<file path="src/hw/rtl/ivl_pkg.sv">
// Shared definitions for the info-string value lookup block.
// Holds constants, the command codes, the result record and the case fold.
// Used by ivl_key_store, ivl_parser and infostring_value_lookup.
package ivl_pkg;

  // Default capacity of the search key store, in bytes.
  localparam int unsigned KEY_MAX = 64;

  // Field separator and string terminator.
  localparam logic [7:0] SEP_CHAR = 8'h5C;
  localparam logic [7:0] NUL_CHAR = 8'h00;

  // Lower-case letter range and the distance to upper case.
  localparam logic [7:0] LOWER_FIRST = 8'h61;
  localparam logic [7:0] LOWER_SPAN  = 8'h1A;
  localparam logic [7:0] CASE_OFFSET = 8'h20;

  // Command codes carried with each input beat.
  localparam logic CMD_KEY  = 1'b0;
  localparam logic CMD_INFO = 1'b1;

  // One result beat.
  typedef struct packed {
    logic [7:0] value_byte;
    logic       value_valid;
    logic       found;
    logic       done_res;
  } result_t;

  // Folds a-z to A-Z; every other byte passes unchanged.
  function automatic logic [7:0] fold_case(input logic [7:0] b);
    logic [7:0] rel;
    rel = b - LOWER_FIRST;
    if (rel < LOWER_SPAN) begin
      return b - CASE_OFFSET;
    end
    return b;
  endfunction

endpackage

</file>
<file path="src/hw/rtl/infostring_value_lookup.sv">
// Info-string value lookup: search key loading and streaming key/value search.
// An accepted input beat passes the input register, then the result register.
// Throughput: one beat per cycle unless the result side stalls; the key byte for the next
// compare is prefetched from the key memory by a registered read, so no beat waits on it.
// Reset (rst_ni, asynchronous, active low) clears lookup and key control
// state; key memory is not cleared, and bytes past the key length decide no compare.
module infostring_value_lookup #(
  parameter int unsigned KeyMax = ivl_pkg::KEY_MAX
) (
  input  logic       clk_i,
  input  logic       rst_ni,
  input  logic       in_valid_i,
  output logic       in_stall_o,
  input  logic       command_i,
  input  logic [7:0] data_byte_i,
  output logic       out_valid_o,
  input  logic       out_stall_i,
  output logic [7:0] value_byte_o,
  output logic       value_valid_o,
  output logic       found_o,
  output logic       done_res_o
);

  localparam int unsigned LenW = $clog2(KeyMax + 1);

  logic             in_valid_q;
  logic             cmd_q;
  logic [7:0]       byte_q;
  logic             out_valid_q;
  ivl_pkg::result_t res_q;
  ivl_pkg::result_t res;
  logic             out_ready;
  logic             go;
  logic [LenW-1:0]  key_len;
  logic             key_ovf;
  logic [7:0]       key_byte;
  logic [LenW-1:0]  next_pos;

  // Handshake: the input register drains whenever the result register
  // is empty or its beat is being taken.
  assign out_ready  = !out_valid_q || !out_stall_i;
  assign go         = in_valid_q && out_ready;
  assign in_stall_o = in_valid_q && !out_ready;

  // Input register.
  always_ff @(posedge clk_i or negedge rst_ni) begin
    if (!rst_ni) begin
      in_valid_q <= 1'b0;
    end else if (!in_stall_o) begin
      in_valid_q <= in_valid_i;
    end
  end

  always_ff @(posedge clk_i) begin
    if (in_valid_i && !in_stall_o) begin
      cmd_q  <= command_i;
      byte_q <= data_byte_i;
    end
  end

  ivl_key_store #(
    .KeyMax (KeyMax),
    .LenW   (LenW)
  ) u_key_store (
    .clk_i       (clk_i),
    .rst_ni      (rst_ni),
    .go_i        (go),
    .command_i   (cmd_q),
    .data_byte_i (byte_q),
    .rd_pos_i    (next_pos),
    .key_len_o   (key_len),
    .key_ovf_o   (key_ovf),
    .key_byte_o  (key_byte)
  );

  ivl_parser #(
    .KeyMax (KeyMax),
    .LenW   (LenW)
  ) u_parser (
    .clk_i       (clk_i),
    .rst_ni      (rst_ni),
    .go_i        (go),
    .command_i   (cmd_q),
    .data_byte_i (byte_q),
    .key_len_i   (key_len),
    .key_ovf_i   (key_ovf),
    .key_byte_i  (key_byte),
    .next_pos_o  (next_pos),
    .result_o    (res)
  );

  // Result register.
  always_ff @(posedge clk_i or negedge rst_ni) begin
    if (!rst_ni) begin
      out_valid_q <= 1'b0;
    end else if (out_ready) begin
      out_valid_q <= go;
    end
  end

  always_ff @(posedge clk_i) begin
    if (go) begin
      res_q <= res;
    end
  end

  assign out_valid_o   = out_valid_q;
  assign value_byte_o  = res_q.value_byte;
  assign value_valid_o = res_q.value_valid;
  assign found_o       = res_q.found;
  assign done_res_o    = res_q.done_res;

  // A key beat always yields an all-zero result.
  assert property (@(posedge clk_i) disable iff (!rst_ni)
                   go && cmd_q == ivl_pkg::CMD_KEY |=> res_q == '0)
    else $error("key beat produced a nonzero result");
  // Value bytes are only emitted for a matched key.
  assert property (@(posedge clk_i) disable iff (!rst_ni)
                   out_valid_o && value_valid_o |-> found_o && !done_res_o)
    else $error("value byte without a match");
  // An emitted value byte is never a separator or terminator.
  assert property (@(posedge clk_i) disable iff (!rst_ni)
                   out_valid_o && value_valid_o |->
                   value_byte_o != ivl_pkg::SEP_CHAR && value_byte_o != ivl_pkg::NUL_CHAR)
    else $error("separator or terminator emitted as value");

endmodule

</file>
<file path="src/hw/rtl/ivl_key_store.sv">
// Search key store: key byte memory, key length and overflow tracking.
// Provides a registered read of the key byte that the parser needs next.
// Depends on ivl_pkg.
module ivl_key_store #(
  parameter int unsigned KeyMax = ivl_pkg::KEY_MAX,
  parameter int unsigned LenW   = $clog2(KeyMax + 1),
  parameter int unsigned AddrW  = (KeyMax > 1) ? $clog2(KeyMax) : 1
) (
  input  logic             clk_i,
  input  logic             rst_ni,
  input  logic             go_i,
  input  logic             command_i,
  input  logic [7:0]       data_byte_i,
  input  logic [LenW-1:0]  rd_pos_i,
  output logic [LenW-1:0]  key_len_o,
  output logic             key_ovf_o,
  output logic [7:0]       key_byte_o
);

  logic [7:0]      mem_q [KeyMax];
  logic [7:0]      rd_q;
  logic [LenW-1:0] key_len_q, key_len_d;
  logic            key_ovf_q, key_ovf_d;
  logic            key_cmpl_q, key_cmpl_d;
  logic            wr_en;
  logic [AddrW-1:0] wr_addr;
  logic [AddrW-1:0] rd_addr;
  logic [LenW-1:0] len_base;

  // Key byte handling: a byte after a terminated key starts a new key.
  always_comb begin
    len_base   = key_cmpl_q ? '0 : key_len_q;
    key_len_d  = key_len_q;
    key_ovf_d  = key_ovf_q;
    key_cmpl_d = key_cmpl_q;
    wr_en      = 1'b0;
    if (go_i && command_i == ivl_pkg::CMD_KEY) begin
      key_len_d  = len_base;
      key_ovf_d  = key_cmpl_q ? 1'b0 : key_ovf_q;
      key_cmpl_d = 1'b0;
      if (data_byte_i == ivl_pkg::NUL_CHAR) begin
        key_cmpl_d = 1'b1;
      end else if (len_base < LenW'(KeyMax)) begin
        wr_en     = 1'b1;
        key_len_d = len_base + LenW'(1);
      end else begin
        key_ovf_d = 1'b1;
      end
    end
  end

  assign wr_addr = len_base[AddrW-1:0];
  assign rd_addr = rd_pos_i[AddrW-1:0];

  // Key memory with a registered read; a same-cycle write to the read
  // address is forwarded so the next beat sees the new byte.
  always_ff @(posedge clk_i) begin
    if (wr_en) begin
      mem_q[wr_addr] <= data_byte_i;
    end
    if (wr_en && wr_addr == rd_addr) begin
      rd_q <= data_byte_i;
    end else begin
      rd_q <= mem_q[rd_addr];
    end
  end

  // Key control state.
  always_ff @(posedge clk_i or negedge rst_ni) begin
    if (!rst_ni) begin
      key_len_q  <= '0;
      key_ovf_q  <= 1'b0;
      key_cmpl_q <= 1'b1;
    end else begin
      key_len_q  <= key_len_d;
      key_ovf_q  <= key_ovf_d;
      key_cmpl_q <= key_cmpl_d;
    end
  end

  assign key_len_o  = key_len_q;
  assign key_ovf_o  = key_ovf_q;
  assign key_byte_o = rd_q;

endmodule

</file>
<file path="src/hw/rtl/ivl_parser.sv">
// Info string parser: tracks the field phase, compares field keys with the
// search key and forms the result of each beat. Depends on ivl_pkg.
module ivl_parser #(
  parameter int unsigned KeyMax = ivl_pkg::KEY_MAX,
  parameter int unsigned LenW   = $clog2(KeyMax + 1)
) (
  input  logic               clk_i,
  input  logic               rst_ni,
  input  logic               go_i,
  input  logic               command_i,
  input  logic [7:0]         data_byte_i,
  input  logic [LenW-1:0]    key_len_i,
  input  logic               key_ovf_i,
  input  logic [7:0]         key_byte_i,
  output logic [LenW-1:0]    next_pos_o,
  output ivl_pkg::result_t   result_o
);

  typedef enum logic [1:0] {
    PhStart,
    PhKey,
    PhValue,
    PhSkip
  } phase_e;

  phase_e          phase_q, phase_d;
  logic [LenW-1:0] pos_q, pos_d;
  logic            mism_q, mism_d;
  logic            match_q, match_d;
  logic            lead_sep;
  logic            finish;

  // Per-beat parse step.
  always_comb begin
    phase_d  = phase_q;
    pos_d    = pos_q;
    mism_d   = mism_q;
    match_d  = match_q;
    lead_sep = 1'b0;
    finish   = 1'b0;
    result_o = '0;
    if (go_i) begin
      if (command_i == ivl_pkg::CMD_KEY) begin
        // A key byte abandons any lookup in progress.
        phase_d = PhStart;
        pos_d   = '0;
        mism_d  = 1'b0;
        match_d = 1'b0;
      end else begin
        if (phase_q == PhStart) begin
          phase_d  = PhKey;
          pos_d    = '0;
          mism_d   = 1'b0;
          lead_sep = (data_byte_i == ivl_pkg::SEP_CHAR);
        end
        if (!lead_sep) begin
          case (phase_d)
            PhKey: begin
              if (data_byte_i == ivl_pkg::NUL_CHAR) begin
                finish = 1'b1;
              end else if (data_byte_i == ivl_pkg::SEP_CHAR) begin
                match_d = !mism_d && !key_ovf_i && (pos_d == key_len_i);
                phase_d = PhValue;
              end else begin
                if (pos_d >= key_len_i || pos_d >= LenW'(KeyMax) ||
                    ivl_pkg::fold_case(data_byte_i) != ivl_pkg::fold_case(key_byte_i)) begin
                  mism_d = 1'b1;
                end
                if (pos_d < LenW'(KeyMax)) begin
                  pos_d = pos_d + LenW'(1);
                end
              end
            end
            PhValue: begin
              if (data_byte_i == ivl_pkg::NUL_CHAR) begin
                finish = 1'b1;
              end else if (data_byte_i == ivl_pkg::SEP_CHAR) begin
                if (match_d) begin
                  phase_d = PhSkip;
                end else begin
                  phase_d = PhKey;
                  pos_d   = '0;
                  mism_d  = 1'b0;
                end
              end else if (match_d) begin
                result_o.value_byte  = data_byte_i;
                result_o.value_valid = 1'b1;
              end
            end
            PhSkip: begin
              if (data_byte_i == ivl_pkg::NUL_CHAR) begin
                finish = 1'b1;
              end
            end
            default: begin
              finish = 1'b0;
            end
          endcase
          result_o.found    = match_d;
          result_o.done_res = finish;
          if (finish) begin
            phase_d = PhStart;
            pos_d   = '0;
            mism_d  = 1'b0;
            match_d = 1'b0;
          end
        end
      end
    end
  end

  // The key store prefetches the byte at the next compare position.
  assign next_pos_o = pos_d;

  always_ff @(posedge clk_i or negedge rst_ni) begin
    if (!rst_ni) begin
      phase_q <= PhStart;
      pos_q   <= '0;
      mism_q  <= 1'b0;
      match_q <= 1'b0;
    end else begin
      phase_q <= phase_d;
      pos_q   <= pos_d;
      mism_q  <= mism_d;
      match_q <= match_d;
    end
  end

  // The compare position never passes the key store capacity.
  assert property (@(posedge clk_i) disable iff (!rst_ni) pos_q <= LenW'(KeyMax))
    else $error("compare position beyond key capacity");
  // Each lookup starts from a clean field state.
  assert property (@(posedge clk_i) disable iff (!rst_ni)
                   phase_q == PhStart |-> (pos_q == '0 && !mism_q && !match_q))
    else $error("lookup start with stale field state");
  // Skipping remaining fields only happens after a match.
  assert property (@(posedge clk_i) disable iff (!rst_ni) phase_q == PhSkip |-> match_q)
    else $error("skip phase without a match");

endmodule

</file>
<file path="config.mk">
export PLATFORM = sky130hd
export DESIGN_NAME = infostring_value_lookup
export DESIGN_NICKNAME = d
export VERILOG_FILES = /design/src/hw/rtl/ivl_pkg.sv /design/src/hw/rtl/infostring_value_lookup.sv /design/src/hw/rtl/ivl_key_store.sv /design/src/hw/rtl/ivl_parser.sv
export SDC_FILE = /design/constraint.sdc
export NUM_CORES = 1
export LEC_CHECK = 0
export BUFFER_PORTS_ARGS = -buffer_cell sky130_fd_sc_hd__buf_2
export CAP_MARGIN = 10
export CORE_MARGIN = 2
export CORE_UTILIZATION = 45
export CTS_BUF_LIST = sky130_fd_sc_hd__clkbuf_8
export DETAILED_ROUTE_END_ITERATION = 8
export GPL_TIMING_DRIVEN = 0
export SETUP_SLACK_MARGIN = 0.4
export SLEW_MARGIN = 20
export SYNTH_ARGS = -nofsm -noshare
export SYNTH_HDL_FRONTEND = slang
export SYNTH_SLANG_ARGS = --single-unit
</file>
<file path="constraint.sdc">
create_clock -name clk_i -period 9.5 [get_ports clk_i]
set_clock_uncertainty 0.1 [all_clocks]
set_input_delay 1.9 -clock clk_i [delete_from_list [all_inputs] [get_ports clk_i]]
set_output_delay 1.9 -clock clk_i [all_outputs]
set_load 0.02 [all_outputs]
</file>
==> flow_metrics.tcl, run 1 <==
set metrics [dict create \
    crit_type "reg2reg" \
    wl_mm 65.0 \
    die_w_um 232 \
    clk_latency_ps 650 \
    endpoint_kind "register" \
    ys.flop_type "edfxtp_1" \
    ys_seq_elements 560 \
    fin_total_pwr_mw 5.70 \
    coreArea_mm2 0.0513 \
    cap_violations 0 \
    detail_route.first_pass.iterations 6 \
    holdBufCountCts 0 \
    path_cells "buf_6 > buf_2 > buf_6 > buf_4 > buf_2 > mux4_2 > a221oi_2 > o22ai_1 > a211oi_2 > xnor2_1 > o311a_1 > a311oi_1 > a211o_1" \
    fill_cells 4183 \
    antenna_left 0 \
    cts_setup_buffers 0 \
    design_area_mm2 0.0264 \
    cp_slowest_stage_delay_ps 510 \
    drc 0 \
    async_flop_share 0.0393 \
    final_util 0.514 \
    post_route_cells_drive_above_1_share 0.245 \
    p_leak_nw 8.62 \
    place.gp.congestion 0.901 \
    path_delay_family "buffers and inverters" \
    peakVddDrop_uv 97.3 \
    status "complete, no violations" \
    min_path_cells 1 \
    power_density_mw_per_mm2 216 \
    synth_nets 1312 \
    via_count 13075 \
    cp_data_arrival_time_ps 5320 \
    n_antenna_cell 0 \
    root_buffer "clkbuf_8" \
    wire_per_inst_um 30.0 \
    placed_area_mm2 0.0247 \
    min_path_type "reg2reg" \
    synth-edff-count 532 \
    fin_tns_setup_ps 0 \
    startpoint_type "register" \
    worst-path-buf-inv 5 \
    final-setup-viol-count 0 \
    clock_sinks 560 \
    grt_overflow 0 \
    nets 1453 \
    dieArea_mm2 0.0536 \
    p_switching_mw 1.55 \
    cp.depth 13 \
    grt_pass1_wl_mm 93.2 \
    syn2layout_area_growth_pct 13.2 \
    slew_viol_final 0 \
    path_clk_slew_ps 70 \
    grt_max_degree 27 \
    synth_area_mm2 0.0233 \
    synth_cells 1284 \
    numPortBuffers 25 \
    maxSlewHeadroom 0.230 \
    crit_fanout 10 \
    pwr-share-clk 0.348 \
    rsz0062_at_grt "no" \
    first_global_vias 13225 \
    die_h_um 232 \
    yosysWarnings 0 \
    required_ps 10000 \
    drt_iter0_markers 1482 \
    cts_max_level 3 \
    row_count 83 \
    grt_util_all_layers 0.247 \
    cts_resized 0 \
    power_frac_seq 0.489 \
    rr_worst_depth 13 \
    slowest_stage "buf_2" \
    numCtsBuffers 89 \
    fin_crit_ps 4830 \
    final_hold_viol_count 0 \
    ys_types 96 \
    tightest_slew_ps 1150 \
    antenna_found_initial 0 \
    start_util 0.454 \
    hpwl_mm 43.5 \
    io_pins 26 \
    avgSynthCellArea_um2 18.2 \
    yosysSeqAreaShare 0.714 \
    fmax_mhz 207 \
    sw_frac_of_total 0.271 \
    fin_crit_sh 0.508 \
    cts_buffer_depth 3 \
    combPwrFrac 0.163 \
    cts_tree "done" \
    power.internal_mw 4.15 \
    vias_per_cell 6.03 \
]
area by class of cell:
type,instances,area [um2],area share
inverter,30,113,0.00427
clock buffer,92,1270,0.0480
buffer,59,515,0.0195
clock inverter,63,402,0.0152
timing repair buffer,50,534,0.0203
tap,680,851,0.0323
sequential,560,16600,0.631
multi-input combinational,635,6050,0.229
power groups by stage:
stage               Clock (mW)  Sequential, mW  Combinational, mW
detailed placement           0            2.84              0.918
global placement             0            2.88              0.855
CTS                       2.01            2.79              0.921
global route              2.12            2.79              0.979
finish                    1.98            2.79              0.927
floorplan                    0            2.85              0.578
synth_stat cells, types with 6 or more instances:
cell,instances,area [um2]
buf_4,7,52.6
buf_6,13,146
a211oi_1,7,52.6
mux4_1,7,184
a21oi_1,14,70.1
nand2_1,74,278
and2_1,15,93.8
o21ai_0,26,130
nor3_1,18,90.1
dfxtp_1,6,120
mux2i_1,41,410
mux4_2,108,2430
nor2_1,106,398
nor2b_1,12,75.1
mux2_2,8,90.1
dfrtp_1,21,526
xnor2_1,8,70.1
edfxtp_1,532,16000
nand2b_1,9,56.3
nand3_1,21,105
o21ai_1,6,30.0
ha_1,15,188
a22o_1,9,78.8
clkbuf_1,13,48.8
buf_2,13,65.1
inv_1,28,105
buf_12,8,160
a221oi_1,8,70.1
a22oi_1,15,113
sequential cells by signal, summed over array words and instances, names as in the netlist, named ones only:
register                count
u_parser.match_q            1
out_valid_o                 1
byte_q                      8
value_valid_o               1
done_res_o                  1
u_parser.phase_q            2
u_key_store.key_cmpl_q      1
found_o                     1
cmd_q                       1
u_key_store.mem_q         512
u_key_store.key_ovf_o       1
u_key_store.key_len_o       7
u_parser.pos_q              7
u_parser.mism_q             1
in_valid_q                  1
value_byte_o                8
layer usage:
layer / GRT usage / routed length [um] / vias up / share of wire
met5: 0 / 0 / - / 0
met4: 0.103 / 2420 / 0 / 0.037
met3: 0.0531 / 5460 / 140 / 0.084
met2: 0.382 / 30200 / 639 / 0.47
met1: 0.341 / 26900 / 6814 / 0.41
li1: - / - / 5482 / -
placed cells by master, fill, tap and decap left out, drive strengths merged, types with 4 or more instances in the layout:
cell / instances
clkinvlp: 4
nand2: 75
a22o: 9
xnor2: 9
a221o: 4
inv: 48
a221oi: 13
nand3: 21
bufinv: 5
o21ai: 34
dfxtp: 6
and2: 16
nor3: 21
ha: 15
mux2: 8
dfrtp: 21
clkbuf: 105
o31ai: 4
clkinv: 36
a31oi: 5
nor2b: 12
a22oi: 15
buf: 96
a211oi: 8
or4: 4
or2: 7
nor2: 107
o22ai: 5
a21oi: 14
nor4: 4
mux4: 115
nand2b: 10
mux2i: 41
nand4: 4
edfxtp: 532
cells by family after synthesis:
kind of cell,count (synthesis),share of synthesized area
buffers and inverters,89,0.0269
XOR/XNOR,11,0.00446
AO/OA/AOI/OAI,152,0.0528
adder cells (fa/ha/maj),16,0.00848
AND/OR/NAND/NOR,292,0.0596
multiplexers,164,0.134
flip-flops,560,0.714
worst paths after layout:
| path | slack (ps) | end | startpoint |
|---|---|---|---|
| max in group asynchronous | 7810 | u_key_store.key_cmpl_q | rst_ni |
| worst max register to register | 4670 | u_parser.mism_q | register |
| worst max-delay path | 4670 | u_parser.mism_q | register |
| worst min-delay path | 400 | out_valid_o | in_valid_q |
| worst min register to register | 400 | out_valid_o | in_valid_q |
| min in group asynchronous | 1110 | u_parser.match_q | rst_ni |
through the flow:
step	setup WS (ps)	std cells	hold slack, ps
floorplan	5360	1284	356
global placement	3340	1989	369
CTS	4720	2169	403
detailed placement	4160	2014	398
global route	4530	2169	435
finish	4670	2169	399
worst register-to-register path: stages (launching register included):
cell      delay (ps)
dfxtp_1          410
buf_6            250
buf_2            470
buf_6            310
buf_4            360
buf_2            520
mux4_2           420
a221oi_2         390
o22ai_1          140
a211oi_2         430
xnor2_1          170
o311a_1          350
a311oi_1         280
a211o_1          160
(Power assumes the default switching activity.)
==> inputs of run 2 (changes only) <==
--- a/config.mk
+++ b/config.mk
@@ -5,6 +5,7 @@
 export SDC_FILE = /design/constraint.sdc
 export NUM_CORES = 1
 export LEC_CHECK = 0
+export ABC_AREA = 1
 export BUFFER_PORTS_ARGS = -buffer_cell sky130_fd_sc_hd__buf_2
 export CAP_MARGIN = 10
 export CORE_MARGIN = 2
==> constraint.sdc (replaced) <==
create_clock -name clk_i -period 4.8 [get_ports clk_i]
set_clock_uncertainty 0.1 [all_clocks]
set_input_delay 0.96 -clock clk_i [delete_from_list [all_inputs] [get_ports clk_i]]
set_output_delay 0.96 -clock clk_i [all_outputs]
set_load 0.02 [all_outputs]
==> run 2 against run 1 <==
Against the previous run:
- highest routed layer unchanged
- area after synthesis up 1.8%
- die area up 1.8%
- worst setup slack worse by 4300 ps
- critical path depth down 3
- routed wire length up 24%
- critical endpoint is now u_key_store.mem_q[53][0]
==> flow_metrics.tcl, run 2 <==
set metrics [dict create \
    status "complete, no violations" \
    cts_max_level 3 \
    wire_per_inst_um 26.4 \
    fmax_mhz 228 \
    power.internal_mw 8.61 \
    avgSynthCellArea_um2 11.1 \
    grt_overflow 0 \
    nets 2334 \
    slew_viol_final 0 \
    largest_reg_flops 512 \
    syn2layout_area_growth_pct 15.5 \
    yosysWarnings 0 \
    antenna_left 0 \
    combPwrFrac 0.289 \
    path_clk_slew_ps 60 \
    fill_cells 4634 \
    grt_util_all_layers 0.301 \
    grtUsageMet1 0.399 \
    via_count 17645 \
    place.gp.congestion 0.944 \
    grt_pass1_wl_mm 115 \
    ys.flop_type "edfxtp_1" \
    synth_area_leader_cell "edfxtp_1" \
    power_frac_seq 0.412 \
    coreArea_mm2 0.0523 \
    row_count 84 \
    io_pins 26 \
    first_global_vias 16851 \
    yosysSeqAreaShare 0.701 \
    top_usage_layer "met2" \
    use_met2 0.448 \
    min_path_type "in2async" \
    final_util 0.524 \
    drt_iter0_markers 2289 \
    root_buffer "clkbuf_8" \
    met3_usage 0.0879 \
    wl_mm 80.7 \
    r2r_slack_ps 420 \
    final_common_cell "nand2_1" \
    ys_top_cells_by_area "edfxtp_1 (67%), nand2_1 (11%), nand3_1 (9.2%)" \
    clk_latency_ps 680 \
    synth_cells 2133 \
    peakVddDrop_uv 287 \
    drc 0 \
    ys_types 38 \
    clock_sinks 560 \
    final-setup-viol-count 0 \
    whs_ps 172 \
    synthTopCellsByCount "nand2_1 (665), edfxtp_1 (532), nand3_1 (437)" \
    vias_per_cell 5.77 \
    fin_tns_setup_ps 0 \
    sw_frac_of_total 0.354 \
    p_leak_nw 10.2 \
    synth_top_area_frac 0.673 \
    rsz0062_at_grt "yes" \
    yosysMostFrequentCell "nand2_1" \
    crit_fanout 11 \
    tightest_slew_ps 1060 \
    numPortBuffers 25 \
    dieArea_mm2 0.0546 \
    synth_nets 2161 \
    pwr-share-clk 0.299 \
    crit_type "reg2reg" \
    instances_no_fill 3057 \
    p_switching_mw 4.72 \
    synth_area_mm2 0.0237 \
    fin_crit_sh 0.912 \
    maxSlewHeadroom 0.293 \
    n_antenna_cell 0 \
    required_ps 4970 \
    cts_buffer_depth 3 \
    cp_data_arrival_time_ps 4550 \
    cts_tree "done" \
    holdBufCountCts 0 \
    hpwl_mm 54.4 \
    most-common-layout-cells "nand2_1 (665), edfxtp_1 (532), nand3_1 (437), inv_1 (102), clkbuf_8 (98)" \
    dp.cells 2894 \
    synth-edff-count 532 \
    antenna_found_initial 0 \
    post_route_cells_drive_above_1_share 0.149 \
    die_w_um 234 \
    power_density_mw_per_mm2 486 \
    numCtsBuffers 93 \
    regMostFlops "u_key_store.mem_q" \
    start_util 0.454 \
    async_flop_share 0.0393 \
    cap_violations 0 \
    startpoint_type "register" \
    die_h_um 234 \
    fin_crit_ps 4380 \
    final_hold_viol_count 0 \
    ys_seq_elements 560 \
    grt_max_degree 30 \
    fin_total_pwr_mw 13.3 \
    detail_route.first_pass.iterations 6 \
    endpoint_kind "register" \
]
==> run 2: cell count changes after synthesis, sizes merged, moves of 14 or more <==
cell | before | now
a22oi | 15 | 1
nand2 | 75 | 671
buf | 46 | 93
nand3 | 21 | 438
mux4 | 115 | 0
nor3 | 21 | 5
mux2i | 41 | 0
inv | 29 | 76
and2 | 16 | 0
nor2 | 107 | 141
==> run 2: power by group through the flow <==
stage | Sequential [mW] | Clock [mW] | Combinational (mW)
3_3_place_gp | 5.67 | 0 | 3.57
4_1_cts | 5.50 | 4.00 | 3.75
2_1_floorplan | 5.63 | 0 | 2.36
6_report | 5.50 | 3.98 | 3.85
5_1_grt | 5.50 | 4.22 | 4.19
3_5_place_dp | 5.60 | 0 | 3.74
==> run 2: path summary, 6_finish.rpt <==
check,start,to,cells past startpoint
max,byte_q[1],u_key_store.mem_q[53][0],10
min,rst_ni,u_key_store.key_len_o[0],1
max reg2reg,byte_q[1],u_key_store.mem_q[53][0],10
min reg2reg,in_valid_q,out_valid_o,2
max in group asynchronous,rst_ni,u_parser.match_q,1
min in group clk_i,data_byte_i[5],byte_q[5],1
==> run 2: logic make-up (layout without fill, tap and decap cells) <==
group	count (synthesis)	in the layout	share of synthesized area
simple gates	1271	1271	0.228
flops	560	560	0.701
buf+inv	188	424	0.0373
compound gates	82	82	0.0195
xor+xnor	17	17	0.00627
fa+ha+maj	15	15	0.00791
==> run 2: final cells by class <==
type	count	area (um2)	share of cell area
Clock inverter	60	349	0.0127
Clock buffer	98	1350	0.0492
Multi-Input combinational cell	1385	6440	0.235
Inverter	76	288	0.0105
Sequential cell	560	16600	0.607
Timing Repair Buffer	78	883	0.0322
Tap cell	688	861	0.0314
Buffer	112	597	0.0218
==> run 2: per-layer routing <==
metal,routed length (um),share of wire,vias to the layer above
li1,-,-,7785
met1,31300,0.39,8531
met2,35500,0.44,1092
met3,9470,0.12,237
met4,4320,0.054,0
met5,0,0,-
==> run 2: repair_timing <==
| item | in CTS | in global routing |
|---|---|---|
| pin swaps | 0 | 1 |
| resized for setup | 4 | 16 |
| setup endpoints to repair | 32 | 326 |
| setup buffers | 0 | 5 |
==> run 2: per-stage QoR <==
stage | worst slack [ps] | instance area, um2
2_1_floorplan | 1170 | 23700
3_3_place_gp | -1530 | 24700
3_5_place_dp | 228 | 25600
4_1_cts | 349 | 27300
5_1_grt | 198 | 27400
6_report | 420 | 27400
==> run 2: worst max-delay path: stages, from the launching register on <==
cell and delay [ps]:
edfxtp_1 660, inv_1 270, ha_1 290, nand4_1 140, nor4_1 130, nor2_1 270, inv_1 100, nor2_1 120
clkbuf_1 380, nand3_1 530, nor2_2 990
